<file path="src/design/nir_pkg.sv">
// Shared types and constants for the NEC infrared frame decoder.
package nir_pkg;

  // Field widths.
  localparam int TICK_W    = 15;
  localparam int CODE_W    = 16;
  localparam int DATA_BITS = 2 * CODE_W;

  // Burst lengths that carry a result, and the default pair counter saturation value.
  localparam int NORMAL_PAIRS  = 34;
  localparam int REPEAT_PAIRS  = 2;
  localparam int MAX_PAIRS_DEF = 64;

  // Configuration port geometry.
  localparam int ADDR_W = 5;
  localparam int IDX_W  = 3;
  localparam int DATA_W = 32;

  // Register indexes.
  localparam logic [IDX_W-1:0] REG_TOLERANCE    = 3'd0;
  localparam logic [IDX_W-1:0] REG_LEADER_MARK  = 3'd1;
  localparam logic [IDX_W-1:0] REG_LEADER_SPACE = 3'd2;
  localparam logic [IDX_W-1:0] REG_REPEAT_SPACE = 3'd3;
  localparam logic [IDX_W-1:0] REG_BIT_MARK     = 3'd4;
  localparam logic [IDX_W-1:0] REG_ZERO_SPACE   = 3'd5;
  localparam logic [IDX_W-1:0] REG_ONE_SPACE    = 3'd6;

  // Register values after reset.
  localparam logic [TICK_W-1:0] TOLERANCE_RST    = 15'd200;
  localparam logic [TICK_W-1:0] LEADER_MARK_RST  = 15'd9000;
  localparam logic [TICK_W-1:0] LEADER_SPACE_RST = 15'd4500;
  localparam logic [TICK_W-1:0] REPEAT_SPACE_RST = 15'd2250;
  localparam logic [TICK_W-1:0] BIT_MARK_RST     = 15'd560;
  localparam logic [TICK_W-1:0] ZERO_SPACE_RST   = 15'd560;
  localparam logic [TICK_W-1:0] ONE_SPACE_RST    = 15'd1690;

  // Timing configuration as seen by the classifier.
  typedef struct packed {
    logic [TICK_W-1:0] tolerance_ticks;
    logic [TICK_W-1:0] leader_mark_ticks;
    logic [TICK_W-1:0] leader_space_ticks;
    logic [TICK_W-1:0] repeat_space_ticks;
    logic [TICK_W-1:0] bit_mark_ticks;
    logic [TICK_W-1:0] zero_space_ticks;
    logic [TICK_W-1:0] one_space_ticks;
  } cfg_t;

  // Window match flags for one pulse pair.
  typedef struct packed {
    logic lead_mark;
    logic lead_space;
    logic rep_space;
    logic bit_mark;
    logic zero_space;
    logic one_space;
  } hit_t;

endpackage

</file>
<file path="src/design/nir_pulse_if.sv">
// Channel interface that carries one mark/space pulse pair per transfer.
interface nir_pulse_if;
  import nir_pkg::*;

  logic              valid;
  logic              ready;
  logic [TICK_W-1:0] mark_ticks;
  logic [TICK_W-1:0] space_ticks;
  logic              end_of_burst;

  modport source (output valid, output mark_ticks, output space_ticks,
                  output end_of_burst, input ready);
  modport sink   (input valid, input mark_ticks, input space_ticks,
                  input end_of_burst, output ready);
endinterface

</file>
<file path="src/design/nir_frame_if.sv">
// Channel interface that carries one decoded frame per transfer.
interface nir_frame_if;
  import nir_pkg::*;

  logic              valid;
  logic              ready;
  logic [CODE_W-1:0] address;
  logic [CODE_W-1:0] command;
  logic              is_repeat;

  modport source (output valid, output address, output command,
                  output is_repeat, input ready);
  modport sink   (input valid, input address, input command,
                  input is_repeat, output ready);
endinterface

</file>
<file path="src/design/nir_classify.sv">
// Window compares of one pulse pair against every nominal duration.
module nir_classify (
  input  logic [nir_pkg::TICK_W-1:0] mark_ticks,
  input  logic [nir_pkg::TICK_W-1:0] space_ticks,
  input  nir_pkg::cfg_t              cfg,
  output nir_pkg::hit_t              hit
);
  import nir_pkg::*;

  // True when got lies strictly inside nom +/- tol; never when tol exceeds nom.
  function automatic logic win_match(input logic [TICK_W-1:0] got,
                                     input logic [TICK_W-1:0] nom,
                                     input logic [TICK_W-1:0] tol);
    logic [TICK_W:0] lo;
    logic [TICK_W:0] hi;
    logic [TICK_W:0] g;
    lo = {1'b0, nom} - {1'b0, tol};
    hi = {1'b0, nom} + {1'b0, tol};
    g  = {1'b0, got};
    if (tol > nom) begin
      return 1'b0;
    end
    return (g > lo) && (g < hi);
  endfunction

  // Six independent compares, one per nominal duration.
  always_comb begin
    hit.lead_mark  = win_match(mark_ticks,  cfg.leader_mark_ticks,  cfg.tolerance_ticks);
    hit.lead_space = win_match(space_ticks, cfg.leader_space_ticks, cfg.tolerance_ticks);
    hit.rep_space  = win_match(space_ticks, cfg.repeat_space_ticks, cfg.tolerance_ticks);
    hit.bit_mark   = win_match(mark_ticks,  cfg.bit_mark_ticks,     cfg.tolerance_ticks);
    hit.zero_space = win_match(space_ticks, cfg.zero_space_ticks,   cfg.tolerance_ticks);
    hit.one_space  = win_match(space_ticks, cfg.one_space_ticks,    cfg.tolerance_ticks);
  end

endmodule

</file>
<file path="src/design/nec_ir_frame_decoder.sv">
// Top level of the NEC infrared frame decoder.
//
// The pulse channel takes one mark/space pair per transfer, in microsecond
// ticks, with end_of_burst set on the last pair of a burst. The frame channel
// gives address, command and is_repeat once per accepted burst that decodes:
// a 34-pair normal frame or a 2-pair repeat frame. Timing windows are set
// through the APB registers; write them only while the block is idle.
// A pair is taken into an input register, then classified and folded into
// the burst state when the output register can load; the same step loads
// the output register with any result. One pair is accepted every cycle
// while the frame receiver does not stall; the throughput is set by the
// single classify and update step between the two registers.
// Reset clears the burst state, the held code and both valid flags, and
// loads the nominal NEC timings. When the frame receiver stalls, the output
// register holds its result and the input register fills, after which the
// pulse channel is held off until the result is taken.
module nec_ir_frame_decoder #(
  parameter int unsigned MAX_PAIRS = nir_pkg::MAX_PAIRS_DEF
) (
  input  logic                       clk,
  input  logic                       rst,
  nir_pulse_if.sink                  pulse,
  nir_frame_if.source                frame,
  input  logic                       psel,
  input  logic                       penable,
  input  logic                       pwrite,
  input  logic [nir_pkg::ADDR_W-1:0] paddr,
  input  logic [nir_pkg::DATA_W-1:0] pwdata,
  output logic [nir_pkg::DATA_W-1:0] prdata,
  output logic                       pready
);
  import nir_pkg::*;

  localparam int CNT_W = $clog2(MAX_PAIRS + 1);
  localparam int POS_W = $clog2(DATA_BITS);

  logic [IDX_W-1:0] reg_idx;
  cfg_t             cfg;

  logic              s1_valid;
  logic [TICK_W-1:0] s1_mark;
  logic [TICK_W-1:0] s1_space;
  logic              s1_last;
  logic              out_free;
  logic              fire;
  hit_t              hit;

  logic [CNT_W-1:0]     pair_count;
  logic [CNT_W-1:0]     pair_count_next;
  logic                 leader_ok;
  logic                 leader_ok_next;
  logic                 repeat_lead_ok;
  logic                 repeat_lead_ok_next;
  logic                 bit_error;
  logic                 bit_error_next;
  logic [DATA_BITS-1:0] shift_bits;
  logic [DATA_BITS-1:0] shift_bits_next;
  logic [CODE_W-1:0]    held_address;
  logic [CODE_W-1:0]    held_address_next;
  logic [CODE_W-1:0]    held_command;
  logic [CODE_W-1:0]    held_command_next;
  logic [POS_W-1:0]     bit_pos;
  logic                 emit;
  logic                 emit_repeat;

  logic              out_valid;
  logic [CODE_W-1:0] out_address;
  logic [CODE_W-1:0] out_command;
  logic              out_is_repeat;

  // Configuration registers, written on the APB access cycle.
  assign reg_idx = paddr[ADDR_W-1:2];
  assign pready  = 1'b1;

  always_ff @(posedge clk) begin
    if (rst) begin
      cfg.tolerance_ticks    <= TOLERANCE_RST;
      cfg.leader_mark_ticks  <= LEADER_MARK_RST;
      cfg.leader_space_ticks <= LEADER_SPACE_RST;
      cfg.repeat_space_ticks <= REPEAT_SPACE_RST;
      cfg.bit_mark_ticks     <= BIT_MARK_RST;
      cfg.zero_space_ticks   <= ZERO_SPACE_RST;
      cfg.one_space_ticks    <= ONE_SPACE_RST;
    end else if (psel && penable && pwrite) begin
      case (reg_idx)
        REG_TOLERANCE:    cfg.tolerance_ticks    <= pwdata[TICK_W-1:0];
        REG_LEADER_MARK:  cfg.leader_mark_ticks  <= pwdata[TICK_W-1:0];
        REG_LEADER_SPACE: cfg.leader_space_ticks <= pwdata[TICK_W-1:0];
        REG_REPEAT_SPACE: cfg.repeat_space_ticks <= pwdata[TICK_W-1:0];
        REG_BIT_MARK:     cfg.bit_mark_ticks     <= pwdata[TICK_W-1:0];
        REG_ZERO_SPACE:   cfg.zero_space_ticks   <= pwdata[TICK_W-1:0];
        REG_ONE_SPACE:    cfg.one_space_ticks    <= pwdata[TICK_W-1:0];
        default: ;
      endcase
    end
  end

  // Register read-back; unused addresses read as zero.
  always_comb begin
    case (reg_idx)
      REG_TOLERANCE:    prdata = {{(DATA_W-TICK_W){1'b0}}, cfg.tolerance_ticks};
      REG_LEADER_MARK:  prdata = {{(DATA_W-TICK_W){1'b0}}, cfg.leader_mark_ticks};
      REG_LEADER_SPACE: prdata = {{(DATA_W-TICK_W){1'b0}}, cfg.leader_space_ticks};
      REG_REPEAT_SPACE: prdata = {{(DATA_W-TICK_W){1'b0}}, cfg.repeat_space_ticks};
      REG_BIT_MARK:     prdata = {{(DATA_W-TICK_W){1'b0}}, cfg.bit_mark_ticks};
      REG_ZERO_SPACE:   prdata = {{(DATA_W-TICK_W){1'b0}}, cfg.zero_space_ticks};
      REG_ONE_SPACE:    prdata = {{(DATA_W-TICK_W){1'b0}}, cfg.one_space_ticks};
      default:          prdata = '0;
    endcase
  end

  // Handshake: the update stage moves whenever the output register can load.
  assign out_free    = !out_valid || frame.ready;
  assign fire        = s1_valid && out_free;
  assign pulse.ready = !s1_valid || out_free;

  // Input register.
  always_ff @(posedge clk) begin
    if (rst) begin
      s1_valid <= 1'b0;
    end else if (pulse.ready) begin
      s1_valid <= pulse.valid;
    end
  end

  always_ff @(posedge clk) begin
    if (pulse.valid && pulse.ready) begin
      s1_mark  <= pulse.mark_ticks;
      s1_space <= pulse.space_ticks;
      s1_last  <= pulse.end_of_burst;
    end
  end

  // Window compares on the registered pair.
  nir_classify u_classify (
    .mark_ticks  (s1_mark),
    .space_ticks (s1_space),
    .cfg         (cfg),
    .hit         (hit)
  );

  // Burst state update and frame judgment for the registered pair.
  assign bit_pos = POS_W'(pair_count - CNT_W'(1));

  always_comb begin
    pair_count_next     = pair_count;
    leader_ok_next      = leader_ok;
    repeat_lead_ok_next = repeat_lead_ok;
    bit_error_next      = bit_error;
    shift_bits_next     = shift_bits;
    held_address_next   = held_address;
    held_command_next   = held_command;
    emit                = 1'b0;
    emit_repeat         = 1'b0;

    if (pair_count == '0) begin
      leader_ok_next      = hit.lead_mark && hit.lead_space;
      repeat_lead_ok_next = hit.lead_mark && hit.rep_space;
    end else if (pair_count <= CNT_W'(DATA_BITS)) begin
      if (hit.bit_mark && hit.one_space) begin
        shift_bits_next[bit_pos] = 1'b1;
      end else if (hit.bit_mark && hit.zero_space) begin
        shift_bits_next[bit_pos] = 1'b0;
      end else begin
        bit_error_next = 1'b1;
      end
    end

    if (pair_count < CNT_W'(MAX_PAIRS)) begin
      pair_count_next = pair_count + CNT_W'(1);
    end

    if (s1_last) begin
      if (pair_count_next == CNT_W'(NORMAL_PAIRS) && leader_ok_next && !bit_error_next) begin
        held_address_next = shift_bits_next[CODE_W-1:0];
        held_command_next = shift_bits_next[DATA_BITS-1:CODE_W];
        emit              = 1'b1;
      end else if (pair_count_next == CNT_W'(REPEAT_PAIRS) && repeat_lead_ok_next) begin
        emit        = 1'b1;
        emit_repeat = 1'b1;
      end
      pair_count_next     = '0;
      leader_ok_next      = 1'b0;
      repeat_lead_ok_next = 1'b0;
      bit_error_next      = 1'b0;
      shift_bits_next     = '0;
    end
  end

  always_ff @(posedge clk) begin
    if (rst) begin
      pair_count     <= '0;
      leader_ok      <= 1'b0;
      repeat_lead_ok <= 1'b0;
      bit_error      <= 1'b0;
      shift_bits     <= '0;
      held_address   <= '0;
      held_command   <= '0;
    end else if (fire) begin
      pair_count     <= pair_count_next;
      leader_ok      <= leader_ok_next;
      repeat_lead_ok <= repeat_lead_ok_next;
      bit_error      <= bit_error_next;
      shift_bits     <= shift_bits_next;
      held_address   <= held_address_next;
      held_command   <= held_command_next;
    end
  end

  // Output register.
  always_ff @(posedge clk) begin
    if (rst) begin
      out_valid <= 1'b0;
    end else if (out_free) begin
      out_valid <= fire && emit;
    end
  end

  always_ff @(posedge clk) begin
    if (fire && emit) begin
      out_address   <= held_address_next;
      out_command   <= held_command_next;
      out_is_repeat <= emit_repeat;
    end
  end

  assign frame.valid     = out_valid;
  assign frame.address   = out_address;
  assign frame.command   = out_command;
  assign frame.is_repeat = out_is_repeat;

  // The pair counter never passes its saturation value.
  a_count_bound: assert property (@(posedge clk) disable iff (rst)
    pair_count <= CNT_W'(MAX_PAIRS))
    else $error("pair counter above saturation value");

  // The last pair of a burst always returns the counter to zero.
  a_burst_clear: assert property (@(posedge clk) disable iff (rst)
    fire && s1_last |=> pair_count == '0)
    else $error("burst state not cleared after last pair");

  // A result is only produced by the last pair of a burst.
  a_emit_last: assert property (@(posedge clk) disable iff (rst)
    fire && emit |-> s1_last)
    else $error("result produced before end of burst");

  // A waiting repeat result carries the held code.
  a_repeat_code: assert property (@(posedge clk) disable iff (rst)
    out_valid && out_is_repeat |->
      out_address == held_address && out_command == held_command)
    else $error("repeat result differs from held code");

  // The pulse channel is only held off while the input register is full.
  a_ready_hold: assert property (@(posedge clk) disable iff (rst)
    !pulse.ready |-> s1_valid && out_valid)
    else $error("pulse channel stalled with no work pending");

endmodule
</file>
<file path="src/flat_wrapper.sv">
// flat-port wrapper written by rule: the top's interface ports become plain ports
module nec_ir_frame_decoder_flat import nir_pkg::*;
#(
  parameter int unsigned MAX_PAIRS = nir_pkg::MAX_PAIRS_DEF
)
  (clk, rst, psel, penable, pwrite, paddr, pwdata, prdata, pready, pulse_valid, pulse_mark_ticks, pulse_space_ticks, pulse_end_of_burst, pulse_ready, frame_valid, frame_address, frame_command, frame_is_repeat, frame_ready);
  nir_pulse_if pulse_i ();
  nir_frame_if frame_i ();
  input  logic clk;
  input  logic rst;
  input  logic psel;
  input  logic penable;
  input  logic pwrite;
  input  logic [nir_pkg::ADDR_W-1:0] paddr;
  input  logic [nir_pkg::DATA_W-1:0] pwdata;
  output logic [nir_pkg::DATA_W-1:0] prdata;
  output logic pready;
  input wire logic [$bits(pulse_i.valid)-1:0] pulse_valid;
  input wire logic [$bits(pulse_i.mark_ticks)-1:0] pulse_mark_ticks;
  input wire logic [$bits(pulse_i.space_ticks)-1:0] pulse_space_ticks;
  input wire logic [$bits(pulse_i.end_of_burst)-1:0] pulse_end_of_burst;
  output wire logic [$bits(pulse_i.ready)-1:0] pulse_ready;
  output wire logic [$bits(frame_i.valid)-1:0] frame_valid;
  output wire logic [$bits(frame_i.address)-1:0] frame_address;
  output wire logic [$bits(frame_i.command)-1:0] frame_command;
  output wire logic [$bits(frame_i.is_repeat)-1:0] frame_is_repeat;
  input wire logic [$bits(frame_i.ready)-1:0] frame_ready;
  assign pulse_i.valid = pulse_valid;
  assign pulse_i.mark_ticks = pulse_mark_ticks;
  assign pulse_i.space_ticks = pulse_space_ticks;
  assign pulse_i.end_of_burst = pulse_end_of_burst;
  assign pulse_ready = pulse_i.ready;
  assign frame_valid = frame_i.valid;
  assign frame_address = frame_i.address;
  assign frame_command = frame_i.command;
  assign frame_is_repeat = frame_i.is_repeat;
  assign frame_i.ready = frame_ready;
  nec_ir_frame_decoder #(.MAX_PAIRS(MAX_PAIRS)) u_core (.clk(clk), .rst(rst), .pulse(pulse_i), .frame(frame_i), .psel(psel), .penable(penable), .pwrite(pwrite), .paddr(paddr), .pwdata(pwdata), .prdata(prdata), .pready(pready));
endmodule
</file>
<file path="config.mk">
export PLATFORM = sky130hd
export DESIGN_NAME = nec_ir_frame_decoder_flat
export DESIGN_NICKNAME = d
export VERILOG_FILES = /design/src/design/nir_pkg.sv /design/src/design/nir_pulse_if.sv /design/src/design/nir_frame_if.sv /design/src/design/nir_classify.sv /design/src/design/nec_ir_frame_decoder.sv /design/src/flat_wrapper.sv
export SDC_FILE = /design/constraint.sdc
export NUM_CORES = 1
export LEC_CHECK = 0
export BUFFER_PORTS_ARGS = -buffer_cell sky130_fd_sc_hd__buf_2
export CAP_MARGIN = 20
export CELL_PAD_IN_SITES_DETAIL_PLACEMENT = 1
export CELL_PAD_IN_SITES_GLOBAL_PLACEMENT = 2
export CORE_ASPECT_RATIO = 0.8
export CORE_MARGIN = 3
export CORE_UTILIZATION = 41
export CTS_CLUSTER_SIZE = 25
export DETAILED_ROUTE_END_ITERATION = 7
export PLACE_DENSITY = 0.92
export RECOVER_POWER = 50
export SYNTH_ARGS = -nofsm -noshare
export SYNTH_HDL_FRONTEND = slang
export SYNTH_SLANG_ARGS = --single-unit
export TNS_END_PERCENT = 20
</file>
<file path="constraint.sdc">
create_clock -name clk -period 20.2 [get_ports clk]
set_input_delay 3.03 -clock clk [delete_from_list [all_inputs] [get_ports clk]]
set_output_delay 3.03 -clock clk [all_outputs]
set_load 0.005 [all_outputs]
</file>
* Yosys cells after proc, flatten, opt, wreduce, memory -nomap -nowiden *
Cells that the tools add are included.

cells by class
  reduce and logical (&&, ||, !) cells = 34
  bitwise logic cells = 4
  add/sub/neg operators = 14
  order comparisons = 22
  eq/ne operators = 8
  multiplexer cells = 44

operators with widths
  kind                                                                          number
  32-bit two-way mux                                                            5
  15-bit case mux with 7 select lines                                           1
  15-bit by 15-bit adder with 16-bit output                                     6
  15-bit by 16-bit greater-than comparator with 1-bit output                    6
  15-bit by 16-bit less-than comparator with 1-bit output                       6
  15-bit by 15-bit subtractor with 16-bit output                                6
  15-bit greater-than comparator                                                6
  16-bit two-way mux                                                            4
  32-bit AND                                                                    1
  32-bit NOT                                                                    1
  32-bit bitwise OR                                                             1
  1-bit two-way mux                                                             31
  1-bit logical AND                                                             19
  7-bit two-way mux                                                             2
  2-bit AND reduction                                                           7
  3-bit equality test, second input constant                                    3
  7-bit by 1-bit adder with 7-bit output, second input constant                 1
  7-bit by 2-bit equality test with 1-bit output, second input constant         1
  7-bit by 6-bit equality test with 1-bit output, second input constant         1
  7-bit by 6-bit <= comparator with 1-bit output, second input constant         1
  7-bit zero test                                                               1
  7-bit less-than comparator, second input constant                             1
  3-bit by 2-bit equality test with 1-bit output, second input constant         2
  5-bit by 6-bit less-than comparator with 1-bit output, second input constant  1
  other kinds (9)                                                               12

storage, ports and cells
  input bits = 75
  register bits after elaboration = 245

* Logic depth before layout (Yosys ltp) *
Gate-level depths: netlist of the first run.

  depth after elaboration = 14
  gate-level depth with buffers = 28
  mapped depth without buffers = 24

* By module *
Synthesis of the first run repeated with hierarchy kept, for this count alone.

second synthesis, totals
  cell total of the unflattened synthesis = 2694
  area, all modules = 22396.5 µm²

by module, submodules not included
  module                area an instance (µm²)  times used  cells an instance
  nir_classify          11434.7                 1           1499
  nec_ir_frame_decoder  10961.8                 1           1195

* Least setup slack after synthesis of the first run *
OpenSTA, ideal clock, no wires.

  path kind = input port to output port
  start point = input paddr[3] in the netlist's numbering
  end point = output prdata[9] in the netlist's numbering
  arrival = 4576 ps
  stages = 7
  slack = 12594 ps
  path through = clkbuf_1 buf_1 clkbuf_1 mux2i_1 nor2_1 a31oi_1 o221ai_1

between the ends
  cells in the longest elaborated chain, start to end = 2

ends and longest elaborated chain
  item                                               RTL line                     text
  start: declaration                                 flat_wrapper.sv:14           input logic [nir_pkg::ADDR_W-1:0] paddr;
  3-bit equality test, or another cell as far along  nec_ir_frame_decoder.sv:100  case (reg_idx)
  15-bit case mux with 7 select lines (*)            nec_ir_frame_decoder.sv:100
  end: declaration                                   flat_wrapper.sv:16           output logic [nir_pkg::DATA_W-1:0] prdata;

Every way passes the cells marked *; elsewhere a longest branch is shown, timed or not.

* Worst setup path in the final report of the first run *
  start point = input rst
  end point = register u_core.cfg[65] (netlist name)

RTL lines
  item                RTL line            text
  start: declaration  flat_wrapper.sv:10  input logic rst;

No word-level cell between the ends.

==> impl_results.md, run 1 <==
* Status: finished, violations left
* Violated checks: max-capacitance violations, max-slew violations
* Fillers at between 6,000 and 7,000
* Placeable Area at 54,400 sq um
* Sink Count at 245
* Crit path kind: input port to register
* Final Max Tran Viols at ~210
* Final hold slack at 0.458 ns
* Vias in the first global route at 21,900
* Peak VDD IR at 0.0742 mV
* Largest net degree at the start of global routing at ~110
* CP bufs+invs at 2
* Critical Path RT at a little over 20 ns
* Clk pwr share at 42.5%
* CP max stage cell: clkbuf_1
* Antenna violations before repair at 3
* Layout cells sized above 1 at 6.99%
* I/O pin cnt at 143
* Yosys reg bits at 245
* DR vias at 22,000
* Setup bufs post-CTS at 0
* Top-count cell post-synth: ha_1
* Fin worst setup slack at roughly 11 ns
* PwrDens at 53.2 nW/um^2
* Hold bufs inserted after CTS at 0
* Post-synth top cells: ha_1, nand2_1, a21oi_1, nor2_1, dfxtp_1
* Worst setup SP type: input port
* Asr flop ratio synth at 0%
* Die height at 217 um
* Mean Syn Cell Area at 8.10 sq um
* Yosys Warn Count at 0
* CTS tree: done
* Pre-Repair DR Iteration Count at 5
* Min cycle time layout at 9.32 ns
* Post-Syn Area at about 23,000 sq um
* Worst Path Arrival at 9.59 ns
* Fin cells at between 3,000 and 4,000
* Internal power at just over 0.9 mW
* Sum Neg Setup Slack at 0 ns
* Sequential area share after synthesis at 24.3%
* Area growth syn-to-layout at 8.90%
* DRC Markers at 0
* Area after DPL at 23,800 sq um
* Crit-path cells: clkbuf_1 -> clkbuf_1 -> a21oi_1
* Overflow after GRT at 0
* Drt via density at 6.10
* Post-Synthesis Cells at 2,815
* Setup Skew at 0.0343 ns
* Wire per inst at approximately 25 um
* Count of final setup violators at 0
* Synth area leaders: ha_1, dfxtp_1, edfxtp_1, a21oi_1, nand2_1
* Num CTS Buffers at 30
* FF/Latch Area at 5550 sq um
* First-pass GRT wire length at 134 mm
* Synth Flop Type: dfxtp_1
* Dpl ws at 11.68 ns
* Worst slew margin at -193%
* CTS Root Cell: clkbuf_16
* Max stage delay on crit path at 3.28 ns
* Sequential power share at roughly two fifths
* Port buffer count at between 100 and 150
* Sw Ratio at between 30% and 40%
* F_max at 0.107 GHz
* Critical path's top delay family: buffers and inverters
* CTS clk-pin slew, worst paths at roughly 0.070 ns
* Initial DRC count at 2,068
* Die width at 270 um
* Worst-skew pair later-pin latency at 0.63 ns
* Nets at 3,282
* Slew @ Worst Pin at 4.39 ns
* Final ANT Viol Nets at 0
* Max cap viols at 2
* Hold crit path type: register to register
* M1 wire length at 43.3 mm
* Final Routed Wirelength at between 80 and 90 mm
* Die area at 58,500 sq um
* HPWL after DPL at 67.9 mm
* Combinational fraction of design power at 17.2%
* Final hold vios at 0
* Synth cell types at 84
* Initial Util at between 40% and 50%
* Num rows at between 70 and 80
* CTS HTree Levels at 1
* # diodes at 0
* Unrepaired setup endpoints after global routing: false
* WL met3 at 6.14 mm
* Area leader, netlist: ha_1
* CP Max Fanout at 107
* Number of synthesized flops with an enable pin at 64
* Area of the multi-input gates at 16,100 sq um
* Cell mode on critical path: clkbuf_1
* Met2 wire length at 37.2 mm
* GRT Util Overall at 29.5%
* Post-layout util at 45.7%
* P_leak at 10.1 nW
* Placer Congestion at ~0.95
* Total power at 1.32 mW
* Uppermost layer routed: met4
* NetSw at 0.409 mW
* Post-CTS resize count at 0
* Placed insts at 3,540
* Tcrit/Tclk final at between 40% and 50%
* Kind of end point of the critical path: register
* Final Cell Area at around 25,000 sq um
* CTS Buffer Depth at 3
* Synth top area share at approximately a fifth
-- final cells by class --
class | count | area share, %
clock inverters | 17 | 0.781
flip-flops and latches | 245 | 22.3
repair buffers | 136 | 2.94
multi-input cells | 2277 | 64.7
inverters | 147 | 2.22
clock buffers | 38 | 3.31
well taps | 741 | 3.73
-- power by group through the flow --
stage                     combinational [mW]  sequential [mW]  clock (mW)
after floorplan                        0.147            0.530           0
after CTS                              0.221            0.533       0.573
after global placement                 0.210            0.543           0
after global routing                   0.250            0.533       0.594
final                                  0.227            0.533       0.561
after detailed placement               0.220            0.543           0
-- sequential cells by signal, indices dropped and copies added (netlist names), 7 cells and up --
| signal | flops |
|---|---|
| u_core.frame.command | 16 |
| u_core.held_command | 16 |
| u_core.held_address | 16 |
| u_core.cfg | 105 |
| u_core.shift_bits | 32 |
| u_core.frame.address | 16 |
| u_core.pair_count | 7 |
| u_core.s1_mark | 15 |
| u_core.s1_space | 15 |
-- worst register-to-register path, delay by kind of cell, from the launching register on --
family	cells	cell delay (ns)
simple gates	5	1.12
buf+inv	4	1.69
mux	1	0.49
xor+xnor	1	0.10
flops	1	0.31
fa+ha+maj	2	0.78
compound gates	9	3.04
-- logic make-up (layout without fill, tap and decap cells) --
group	count (synthesis)	count (layout)	share of synthesized area (%)
buffers and inverters	309	338	5.60
flip-flops	245	245	24.3
adder cells (fa/ha/maj)	370	370	20.7
other	2	18	0.0329
AND/OR/NAND/NOR	908	908	19.0
AO/OA/AOI/OAI	800	800	22.8
XOR/XNOR	141	141	5.41
multiplexers	40	40	2.16
-- path summary, 6_finish.rpt --
check,startpoint,end,slack (ns),cells past startpoint
worst min register to register,u_core.shift_bits[14]$_SDFFE_PP0P_,u_core.shift_bits[14]$_SDFFE_PP0P_,0.46,2
worst max-delay path,rst,u_core.cfg[65]$_SDFFE_PP0P_,10.88,3
worst max register to register,u_core.cfg[91]$_SDFFE_PP0P_,u_core.frame.command[12]$_DFFE_PP_,12.45,22
worst min-delay path,u_core.shift_bits[14]$_SDFFE_PP0P_,u_core.shift_bits[14]$_SDFFE_PP0P_,0.46,2
-- placed cells by master, fill, tap and decap left out, drive strengths merged, types with 18 or more instances in the layout --
master and count:
a211oi 26, a21o 43, a21oi 256, a22oi 22
a31oi 28, and2 22, buf 106, clkbuf 68
conb 18, dfxtp 181, edfxtp 64, ha 358
inv 150, mux2i 21, nand2 336, nand2b 49
nand3b 36, nand4 37, nor2 219, nor2b 63
nor3 46, nor4 20, o211ai 20, o21a 38
o21ai 158, o21bai 24, o41ai 26, or4 18
xnor2 105, xor2 36
-- routing by layer --
metal  vias to the layer above  global-route usage, %
met5                         -                      0
met4                         0                   6.60
met3                       118                   4.13
met2                       721                   44.7
met1                     11000                   44.1
li1                      10200                      -
Note: power is estimated with default switching activity, not from simulation.
==> inputs of run 2 (changes only) <==
CORE_UTILIZATION = 38   (was 41)
PLACE_DENSITY = 0.87   (was 0.92)
clock period = 9.5 ns   (was 20.2 ns; I/O delays follow)
==> impl_results.md, run 2 (synthesized netlist as in run 1, its figures left out) <==
* Hold_sp: u_core.held_command[4]$_SDFFE_PP0P_
* Most common cell after layout, fill and taps aside: ha_1
* Die height at 225 um (+3.8%)
* Worst Path Arrival at 8.23 ns (-1.36 ns)
* Peak VDD IR at 0.135 mV (+81%)
* Overflow after GRT at 0 (unchanged)
* Initial Util at 38.8% (-3.2 points)
* CP Max Fanout at 103 (-3.7%)
* CTS tree: done
* Worst R2R Setup Slack at 1.86 ns (-10.59 ns)
* Largest net degree at the start of global routing at 110 (+1.9%)
* Die width at 280 um (+3.8%)
* Top reg by flops: u_core.cfg
* Sum Neg Setup Slack at 0 ns (unchanged)
* Hold Path Sink: u_core.held_command[4]$_SDFFE_PP0P_
* Slew @ Worst Pin at 4.34 ns (-0.0548 ns)
* Num rows at 79 (+3.9%)
* HPWL after DPL at 67.7 mm (-0.32%)
* Setup Skew at 0.0233 ns (-0.0110 ns)
* Die area at 63,000 sq um (+7.7%)
* Largest register FFs at 105 (unchanged)
* Violated checks: max-capacitance violations, max-slew violations
* CTS clk-pin slew, worst paths at 0.06 ns (about the same)
* Final ANT Viol Nets at 0 (unchanged)
* WL met3 at 6.11 mm (-0.52%)
* Wire per inst at 24.4 um (-0.84%)
* Hold bufs inserted after CTS at 0 (unchanged)
* First-pass GRT wire length at 134 mm (-0.52%)
* Min cycle time layout at 7.97 ns
* Num CTS Buffers at 29 (-3.3%)
* Status: finished, violations left
* Placer Congestion at 0.951 (+0.32%)
* Tcrit/Tclk final at 83.8%
* Critical Path RT at 9.76 ns (-10.71 ns)
* PwrDens at 114 nW/um^2 (+110%)
* I/O pin cnt at 143 (unchanged)
* Setup bufs post-CTS at 0 (unchanged)
* Commonest non-fill, non-tap cells in the layout: ha_1, nand2_1, a21oi_1
* Worst flop-to-flop path startpoint: u_core.cfg[92]$_SDFFE_PP0P_
* GRT Util Overall at 27.3% (-2.2 points)
* Worst Reg-to-Reg Cells at 22 (unchanged)
* F_max at between 0.1 and 0.15 GHz
* Met2 wire length at 37.3 mm (+0.16%)
* Fin worst setup slack at 1.53 ns (-9.34 ns)
* CTS Buffer Depth at 3 (unchanged)
* Worst slew margin at -189% (+3.6 points)
* Layout cells sized above 1 at 6.65% (-0.35 points)
* Crit path kind: input port to register
* R2R Path End: u_core.frame.command[4]$_DFFE_PP_
* Count of final setup violators at 0 (unchanged)
* WHS Path Cells at 2 (unchanged)
* Placeable Area at 58,800 sq um (+8.1%)
* Post-CTS resize count at 0 (unchanged)
* DR vias at 21,800 (-0.96%)
* Worst setup path start: rst
* Biggest regs: u_core.cfg: 105 flops, u_core.shift_bits: 32 flops
* Pre-Repair DR Iteration Count at 7 (+2)
* Final Routed Wirelength at 88.5 mm (-0.12%)
* Final Max Tran Viols at 222 (+3.7%)
* Port buffer count at 105 (unchanged)
* Worst-skew pair later-pin latency at 0.60 ns (-0.03 ns)
* Vias in the first global route at 21,600 (-1.3%)
* CTS HTree Levels at 1 (unchanged)
* Nets at 3,281 (-0.030%)
* Initial DRC count at 1,887 (-8.8%)
* Sink Count at 245 (unchanged)
* Kind of end point of the critical path: register
* Unrepaired setup endpoints after global routing: false
* Drt via density at 6.00 (-1.7%)
* Final hold vios at 0 (unchanged)
* Uppermost layer routed: met4
* P_leak at 10.1 nW (-0.17%)
* Worst setup SP type: input port
* Hold crit path type: register to register
* CTS Root Cell: clkbuf_16
* DRC Markers at 0 (unchanged)
* Area growth syn-to-layout at 9.02%
* Antenna violations before repair at 3 (unchanged)
* M1 wire length at 43.7 mm (+0.96%)
* Max cap viols at 3 (+1)
* # diodes at 0 (unchanged)
* Dpl ws at 1.91 ns (-9.77 ns)
run 2: cell type report:
cell class | count | area [sq um]
clock buffers | 39 | 806
fillers | 7085 | 33900
inverters | 147 | 552
repair buffers | 136 | 717
clock inverters | 14 | 213
well taps | 769 | 962
flip-flops and latches | 245 | 5550
multi-input cells | 2277 | 16100
run 2: how the worst max path moves through the flow:
stage                                         endpoint  slack, ns  cells past startpoint
floorplan            u_core.frame.address[0]$_DFFE_PP_       2.44                     22
CTS                  u_core.frame.command[7]$_DFFE_PP_       1.91                     22
global route               u_core.cfg[30]$_SDFFE_PP0P_       0.93                      4
finish                     u_core.cfg[90]$_SDFFE_PP0P_       1.53                      4
detailed placement  u_core.frame.command[12]$_DFFE_PP_       1.91                     22
global placement    u_core.frame.command[14]$_DFFE_PP_       2.19                     22
run 2: worst max-delay path: stages:
cell and delay [ns]:
clkbuf_1 2.96, clkbuf_1 0.51, clkbuf_1 3.07, a21oi_1 0.14
run 2: metrics by stage:
step / instances / total power [mW] / utilization (%) / hold WS [ns] / instance area (sq um)
final: 3627 / 2.84 / 42.3 / 0.476 / 24900
after floorplan: 2831 / 1.44 / - / 0.436 / 22900
after global placement: 3567 / 1.60 / 40.5 / 0.441 / 23800
after CTS: 3623 / 2.85 / 42.3 / 0.475 / 24900
after detailed placement: 3570 / 1.62 / 40.6 / 0.460 / 23900
after global routing: 3627 / 2.95 / 42.3 / 0.495 / 24900
run 2: report_power, final:
group	switching (mW)	leakage (nW)	internal (mW)
sequential	0.0473	2.15	1.09
clock	0.494	0.491	0.731
combinational	0.305	7.48	0.180
total	0.847	10.1	2.00
run 2: layer usage:
layer | GRT usage (%) | up-vias
met1 | 41.9 | 10900
met3 | 3.61 | 77
met4 | 4.62 | 0
met5 | 0 | -
met2 | 41.0 | 658
li1 | - | 10200
